### src/rtl/skot_ram.sv
// ----------------------------------------------------------------------------
// skot_ram: generic single-port-write, single-port-read synchronous RAM
// One write and one registered read per cycle.
// ----------------------------------------------------------------------------
module skot_ram #(
  parameter int WIDTH = 8,
  parameter int DEPTH = 16
) (
  input  logic                                     clk,
  input  logic                                     we,
  input  logic [((DEPTH > 1) ? $clog2(DEPTH) : 1)-1:0] waddr,
  input  logic [WIDTH-1:0]                         wdata,
  input  logic                                     re,
  input  logic [((DEPTH > 1) ? $clog2(DEPTH) : 1)-1:0] raddr,
  output logic [WIDTH-1:0]                         rdata
);

  logic [WIDTH-1:0] mem [DEPTH];

  always_ff @(posedge clk) begin
    if (we) begin
      mem[waddr] <= wdata;
    end
    if (re) begin
      rdata <= mem[raddr];
    end
  end

endmodule

### config.mk
export PLATFORM = sky130hd
export DESIGN_NAME = skot_ram
export DESIGN_NICKNAME = d
export VERILOG_FILES = /design/src/rtl/skot_ram.sv
export SDC_FILE = /design/constraint.sdc
export NUM_CORES = 1
export LEC_CHECK = 0
export BUFFER_PORTS_ARGS = -buffer_cell sky130_fd_sc_hd__buf_2
export CAP_MARGIN = 25
export CORE_MARGIN = 2
export CORE_UTILIZATION = 35
export DETAILED_ROUTE_END_ITERATION = 10
export PLACE_DENSITY = 0.57
export SYNTH_ARGS = -nofsm -noshare
export SYNTH_HDL_FRONTEND = slang
export SYNTH_SLANG_ARGS = --single-unit
### constraint.sdc
create_clock -name clk -period 2.65 [get_ports clk]
set_clock_uncertainty 0.2 [all_clocks]
set_input_delay 0.265 -clock clk [delete_from_list [all_inputs] [get_ports clk]]
set_output_delay 0.265 -clock clk [all_outputs]
set_load 0.1 [all_outputs]
==> reports/qor.yml <==
clock_tree:
  h-tree-depth: 4
  cts_buffers: 17
  clkTransAtPathRegs_ns: 0.06
  clock_sinks: 136
  clock_latency_ns: 0.41
  holdBufCountCts: 0
  clock_path_buffers: 2
  post_cts_buffers: 0
  cts_resized: 0
  root_buffer: "clkbuf_16"
  cts_tree: "yes"
setup_path:
  path_cells: "mux4_1, a22oi_1, nand2_1"
  endpoint_kind: "register"
  crit_fanout: 1
  worstSetupStartpoint: "mem[2][0]$_DFFE_PP_"
  crit_slowest_cell: "mux4_1"
  startpoint_type: "register"
  cpPeakStageDelay_ns: 0.50
  worstPathRequired_ns: 2.61
  crit_arrival_ns: 1.71
  r2r_start: "mem[2][0]$_DFFE_PP_"
  critPathKind: "reg -> reg"
drt:
  drt_iter0_markers: 187
  vias: 2506
  firstDrtPassIters: 6
  drc_errors: 0
  viasPerCell: 5.22
  wl_um: 10500
  m1WireLength_um: 4710
  met3_length_um: 655
  wl_met2_um: 4970
  routedWlPerCell_um: 21.8
  ant_nets: 0
  highest_layer: "met4"
die:
  io_pins: 27
  placementRows: 44
  die_area_mm2: 0.0159
  fp.dieH_um: 126
  start_util_pct: 35.8
  core_area_mm2: 0.0146
  die_x_um: 126
cells_and_area:
  final_cell_mix: "edfxtp_1 (136), buf_2 (26), mux4_2 (18)"
  regArea_mm2: 0.00408
  multi_input_area_mm2: 0.00106
  fin_nets: 302
  area_growth_pct: 19.7
  instances_no_fill: 480
  fin_area_mm2: 0.00626
  mostFrequentLayoutCell: "edfxtp_1"
  fill_cells: 1249
  antenna_cells: 0
  drive_above_1_share_pct: 31.4
placement:
  place_inst: 448
  dp_slack_ns: 0.486
  dp_hpwl_um: 6880
  place_area_mm2: 0.00567
  routabilityCongestion: 0.754
  io_buffers: 26
global_route:
  antenna_found_initial: 0
  grt_use_total_pct: 13.9
  grt_overflow: 0
  grt_max_degree: 25
  grt_pass1_vias: 2542
  grt_pass1_wl_um: 15800
status:
  status: "completed"
sta:
  hold_ws_ns: 0.0139
  tns_ns: 0
  worst_slack_ns: 0.896
  slew_violations: 0
  rsz0062_at_grt: "false"
  setup_viol: 0
  hold_viol_final: 0
  max_freq_mhz: 570
  period_share_pct: 66.2
  min_period_ns: 1.75
  worstMarginPinSlew_ns: 0.671
  maxSlewHeadroom_pct: 55.2
logic_synthesis:
  syn-num-nets: 248
  syn_area_mm2: 0.00523
  synth_area_leaders: "edfxtp_1 (78%), mux4_2 (7.8%), mux4_1 (7.0%), a22oi_1 (2.3%), nor2_1 (0.93%)"
  synthCells: 229
  yosysUniqueCellTypes: 18
  yosysWarnings: 0
  ys_seq_elements: 136
  synth_top_area_cell: "edfxtp_1"
  syn_area_per_cell_um2: 22.8
  yosys.area.top_type_share_pct: 78.1
  ys_seq_area_share_pct: 78.1
job:
  max-cap-violations: 0
power_and_ir_drop:
  irDropWorstVdd_mv: 0.646
  power.leakage_nw: 2.10
  powerDensity_mw_per_mm2: 807
min_path:
  hp-start: "re"
  hold_class: "in -> reg"
[registers in the layout (all words and copies together) (netlist names)]
signal / cells
mem: 128
rdata: 8
[final cells by class]
class	count	share of cell area, %
clock buffer	18	6.86
clock inverter	14	2.52
multi-input combinational	83	16.9
sequential	136	65.3
tap	184	3.68
timing repair buffer	45	4.76
[kinds of logic after synthesis]
group,count (synthesis),share of synthesized area (%)
buf+inv,10,1.65
simple gates,35,3.14
flops,136,78.1
mux,32,14.8
compound gates,16,2.30
[per-layer routing]
layer	up-vias	global-route usage (%)
li1	1096	-
met1	1318	19.3
met2	79	20.7
met3	13	4.42
met4	0	5.30
met5	-	0
[synth_stat cells]
| master | instances |
|---|---|
| mux4_1 | 14 |
| buf_2 | 3 |
| buf_6 | 3 |
| nand2b_1 | 2 |
| nand2_1 | 9 |
| edfxtp_1 | 136 |
| buf_4 | 1 |
| mux4_2 | 18 |
| a22oi_1 | 16 |
| or3b_2 | 1 |
| clkdlybuf4s25_2 | 3 |
| nor2b_1 | 1 |
| nand3b_1 | 2 |
| nand3_1 | 1 |
| nor2_1 | 13 |
| and2b_1 | 1 |
| and2_1 | 1 |
| nor3_1 | 4 |
[final timing paths]
path | slack, ns | depth (start not counted) | end
max | 0.90 | 3 | rdata[0]$_DFFE_PP_
min | 0.01 | 1 | rdata[6]$_DFFE_PP_
max reg2reg | 0.90 | 3 | rdata[0]$_DFFE_PP_
min reg2reg | 0.56 | 3 | rdata[3]$_DFFE_PP_
[report_power, final]
group / switching [mW] / internal [mW]
Clock: 0.847 / 1.46
Sequential: 0.0122 / 2.42
Combinational: 0.207 / 0.0948
[stage by stage]
step | util [%] | power (mW)
6_report | 42.9 | 5.05
3_5_place_dp | 38.9 | 2.79
5_1_grt | 42.9 | 5.21
4_1_cts | 42.9 | 5.10
2_1_floorplan | - | 2.68
3_3_place_gp | 38.9 | 2.78
[worst max-delay path, delay by kind of cell, from the launching register on]
family	cells	cell delay, ns
simple gates	1	0.12
compound gates	1	0.31
mux	1	0.50
flops	1	0.37
No activity file was read; power rests on OpenSTA's default activity.
