==> src/rtl/skot_pkg.sv <==
// ----------------------------------------------------------------------------
// skot_pkg: shared types and constants of the session key owner table
// Table size, entry layout, operation and outcome codes, controller states.
// ----------------------------------------------------------------------------
package skot_pkg;

  localparam int TABLE_DEPTH = 2048;
  localparam int KEY_BYTES   = 31;
  localparam int KEY_BITS    = KEY_BYTES * 8;
  localparam int IDX_W       = (TABLE_DEPTH > 1) ? $clog2(TABLE_DEPTH) : 1;
  localparam int CNT_W       = IDX_W + 1;

  typedef logic [IDX_W-1:0] idx_t;
  typedef logic [CNT_W-1:0] cnt_t;

  typedef struct packed {
    logic [55:0] w3;
    logic [63:0] w2;
    logic [63:0] w1;
    logic [63:0] w0;
  } key_t;

  typedef struct packed {
    logic       valid;
    key_t       key;
    logic [7:0] owner;
  } entry_t;

  localparam int ENTRY_W = $bits(entry_t);

  typedef enum logic [1:0] {
    OP_LOOKUP     = 2'd0,
    OP_REGISTER   = 2'd1,
    OP_UNREGISTER = 2'd2
  } op_t;

  typedef enum logic [2:0] {
    OUT_HIT         = 3'd0,
    OUT_MISS        = 3'd1,
    OUT_UPDATED     = 3'd2,
    OUT_INSERTED    = 3'd3,
    OUT_FULL        = 3'd4,
    OUT_REMOVED     = 3'd5,
    OUT_REMOVE_MISS = 3'd6
  } outcome_t;

  typedef enum logic [1:0] {
    ST_CLEAR,
    ST_IDLE,
    ST_SCAN,
    ST_FINISH
  } state_t;

endpackage

==> src/rtl/skot_key_norm.sv <==
// ----------------------------------------------------------------------------
// skot_key_norm: key normalizer
// Zeroes every byte after the first zero byte of the 31-byte key.
// ----------------------------------------------------------------------------
module skot_key_norm (
  input  skot_pkg::key_t key_raw,
  output skot_pkg::key_t key_norm
);

  logic [skot_pkg::KEY_BITS-1:0] flat_in;
  logic [skot_pkg::KEY_BITS-1:0] flat_out;
  logic                          ended;

  assign flat_in = key_raw;

  always_comb begin
    ended    = 1'b0;
    flat_out = flat_in;
    for (int b = 0; b < skot_pkg::KEY_BYTES; b++) begin
      if (ended) begin
        flat_out[b*8 +: 8] = 8'h00;
      end else if (flat_in[b*8 +: 8] == 8'h00) begin
        ended = 1'b1;
      end
    end
  end

  assign key_norm = skot_pkg::key_t'(flat_out);

endmodule

==> config.mk <==
export PLATFORM = sky130hd
export DESIGN_NAME = skot_key_norm
export DESIGN_NICKNAME = d
export VERILOG_FILES = /design/src/rtl/skot_pkg.sv /design/src/rtl/skot_key_norm.sv
export SDC_FILE = /design/constraint.sdc
export NUM_CORES = 1
export LEC_CHECK = 0
export ABC_CLOCK_PERIOD_IN_PS = 1550
export BUFFER_PORTS_ARGS = -buffer_cell sky130_fd_sc_hd__buf_4
export CORE_AREA = 2 2 193 195
export DETAILED_ROUTE_END_ITERATION = 10
export DIE_AREA = 0 0 195 197
export PLACE_DENSITY = 0.42
export SETUP_SLACK_MARGIN = 0.3
export SLEW_MARGIN = 20
export SYNTH_ARGS = -nofsm -noshare
export SYNTH_HDL_FRONTEND = slang
export SYNTH_SLANG_ARGS = --single-unit
==> constraint.sdc <==
create_clock -name vclk -period 1.55
set_clock_uncertainty 0.1 [all_clocks]
set_input_delay 0 -clock vclk [all_inputs]
set_output_delay 0 -clock vclk [all_outputs]
set_load 0.05 [all_outputs]
==> flow_metrics.tcl <==
set metrics [dict create \
    run_status "finished with violations" \
    violations_in_the_final_reports "setup timing" \
    finalNetCount 1457 \
    syn-num-nets 803 \
    mostFrequentLayoutCell "sky130_fd_sc_hd__buf_4" \
    cp_data_required_time_ns 1.45 \
    mostFrequentLayoutCells "sky130_fd_sc_hd__buf_4, sky130_fd_sc_hd__buf_6, sky130_fd_sc_hd__nor3_4" \
    synth-seq-area-share_pct 0 \
    finalNonFillerCells 1675 \
    numPlacedInstances 1642 \
    hold_path_startpoint "key_raw[4]" \
    timing.max_slew.rel_slack_pct 58.7 \
    period_needed_ns 1.89 \
    powerDensity_nw_per_um2 401 \
    fp-row-count 70 \
    crit_arrival_ns 1.79 \
    design.seq.count 0 \
    syn_to_final_growth_pct 297 \
    p_total_mw 4.96 \
    drive_above_1_share_pct 81.9 \
    layout_setup_ws_ns -0.340 \
    post-place-ws_ns -0.550 \
    die_area_um2 38400 \
    grt_pass1_vias 7042 \
    diodes 0 \
    synth_cell_type_count 36 \
    place_congestion 0.791 \
    globalRoute.totalOverflow 0 \
    drtAntennaViolNets 0 \
    cp_launch_point "key_raw[42]" \
    portion_of_the_clock_cycle_consumed_by_the_worst_path_in_the_final_layout_pct 122 \
    worst-slew-pin-transition_ns 0.613 \
    setup_repair_after_global_routing_missed_its_margin "yes" \
    layout.clock_buffers 0 \
    sequential_cell_area_um2 0 \
    setup.worst_path.start_class "input pin" \
    timing.hold.ws_ns 0.191 \
    synth_area_per_cell_um2 5.60 \
    groute.usage.overall_pct 14.1 \
    vias 6691 \
    start_util_pct 8.57 \
    yosys_warnings 0 \
    wire_per_inst_um 17.9 \
    grt_first_pass_wirelength_um 42700 \
    drv_cap 0 \
    syn_area_um2 3110 \
    floorplan.die.height_um 197 \
    critPathMaxFanout 16 \
    drc 0 \
    grt_start_max_net_pins 20 \
    hpwlAfterDp_um 26000 \
    pin_count 496 \
    worst_hold_stages 2 \
    grt_antenna_before_repair 0 \
    totalWireLength_um 30000 \
    power.leakage_nw 5.90 \
    fp.dieW_um 195 \
    fp.coreArea_um2 36300 \
    ir_drop_mv 0.201 \
    maxClockFrequency_mhz 529 \
    slew_viol_final 0 \
    hold_class "input pin to output pin" \
    postSynthCellCount 555 \
    hold_viol 0 \
    endpoint_kind "output pin" \
    buffer_ports.inserted 496 \
    setup_viol_count_final 208 \
    drt-initial-drc-count 124 \
    detailedRoute.firstPassIterationCount 4 \
    route.detailed.vias_per_inst 3.99 \
    critical_path_class "input pin to output pin" \
]
[timing repair]
action | 4_1_cts | 5_1_grt
pin swaps | 10 | 57
gates resized for setup | 140 | 214
endpoints found under the setup margin | 237 | 237
buffers inserted | 17 | 11
hold endpoints to repair | 0 | 0
cloned | 1 | 4
hold buffers | 0 | 0
[cells in the mapped netlist (all sizes together)]
library cell,instances,area share [%]
and2,68,14
or4,21,5.4
a21oi,1,0.16
clkbuf,4,0.48
and4b,1,0.44
nor2,30,4.0
nand3,26,4.3
nand4b,3,1.3
nor4,74,15
and3,17,3.4
nand4,3,1.2
nor3b,16,3.9
inv,72,8.7
o21ai,3,0.48
a21boi,1,0.24
buf,40,8.8
and4,2,0.56
a211oi,2,0.64
nand2,69,8.4
nor4b,1,0.28
nor3,101,18
[power by group]
| group | leakage [nW] | total [mW] | internal [mW] | switching [mW] |
|---|---|---|---|---|
| clock network | 0 | 0 | 0 | 0 |
| registers | 0 | 0 | 0 | 0 |
| logic | 5.90 | 4.96 | 2.14 | 2.82 |
[metal layers]
metal  track usage [%]  wire length [um]  vias up
met1              15.8             10900     3139
li1                  -                 -     3256
met2              28.3             16600      288
met5                 0                 0        -
met3              3.03              2340        8
met4             0.594               122        0
[kinds of logic after synthesis]
group	Yosys count	synth area share [%]
AOI/OAI and AO/OA	7	1.53
buffers and inverters	116	18.0
and+or+nand+nor	432	80.5
[final timing paths]
check / to / slack, ns
max: key_norm[164] / -0.34
min: key_norm[4] / 0.19
[cell type report]
class	count	area, um2
Timing Repair Buffer	696	6690
Tap cell	468	586
Inverter	72	270
Fill cell	3771	23900
Multi-Input combinational cell	439	4800
[metrics by stage]
stage	TNS (ns)	utilization (%)	instance area, um2
2_1_floorplan	-17.31	-	5170
3_3_place_gp	-87.38	29.1	10600
3_5_place_dp	-87.32	29.1	10600
4_1_cts	-53.44	31.0	11300
5_1_grt	-64.18	34.1	12400
6_report	-49.66	34.1	12400
[worst max-delay path: stages]
cell and delay (ns):
sky130_fd_sc_hd__buf_6 0.09, sky130_fd_sc_hd__or4_4 0.55, sky130_fd_sc_hd__nor2_4 0.12, sky130_fd_sc_hd__and4b_4 0.23
sky130_fd_sc_hd__nand4_4 0.15, sky130_fd_sc_hd__buf_12 0.19, sky130_fd_sc_hd__buf_16 0.21, sky130_fd_sc_hd__nor3_2 0.08
sky130_fd_sc_hd__buf_6 0.15
No activity file was read; power rests on OpenSTA's default activity.
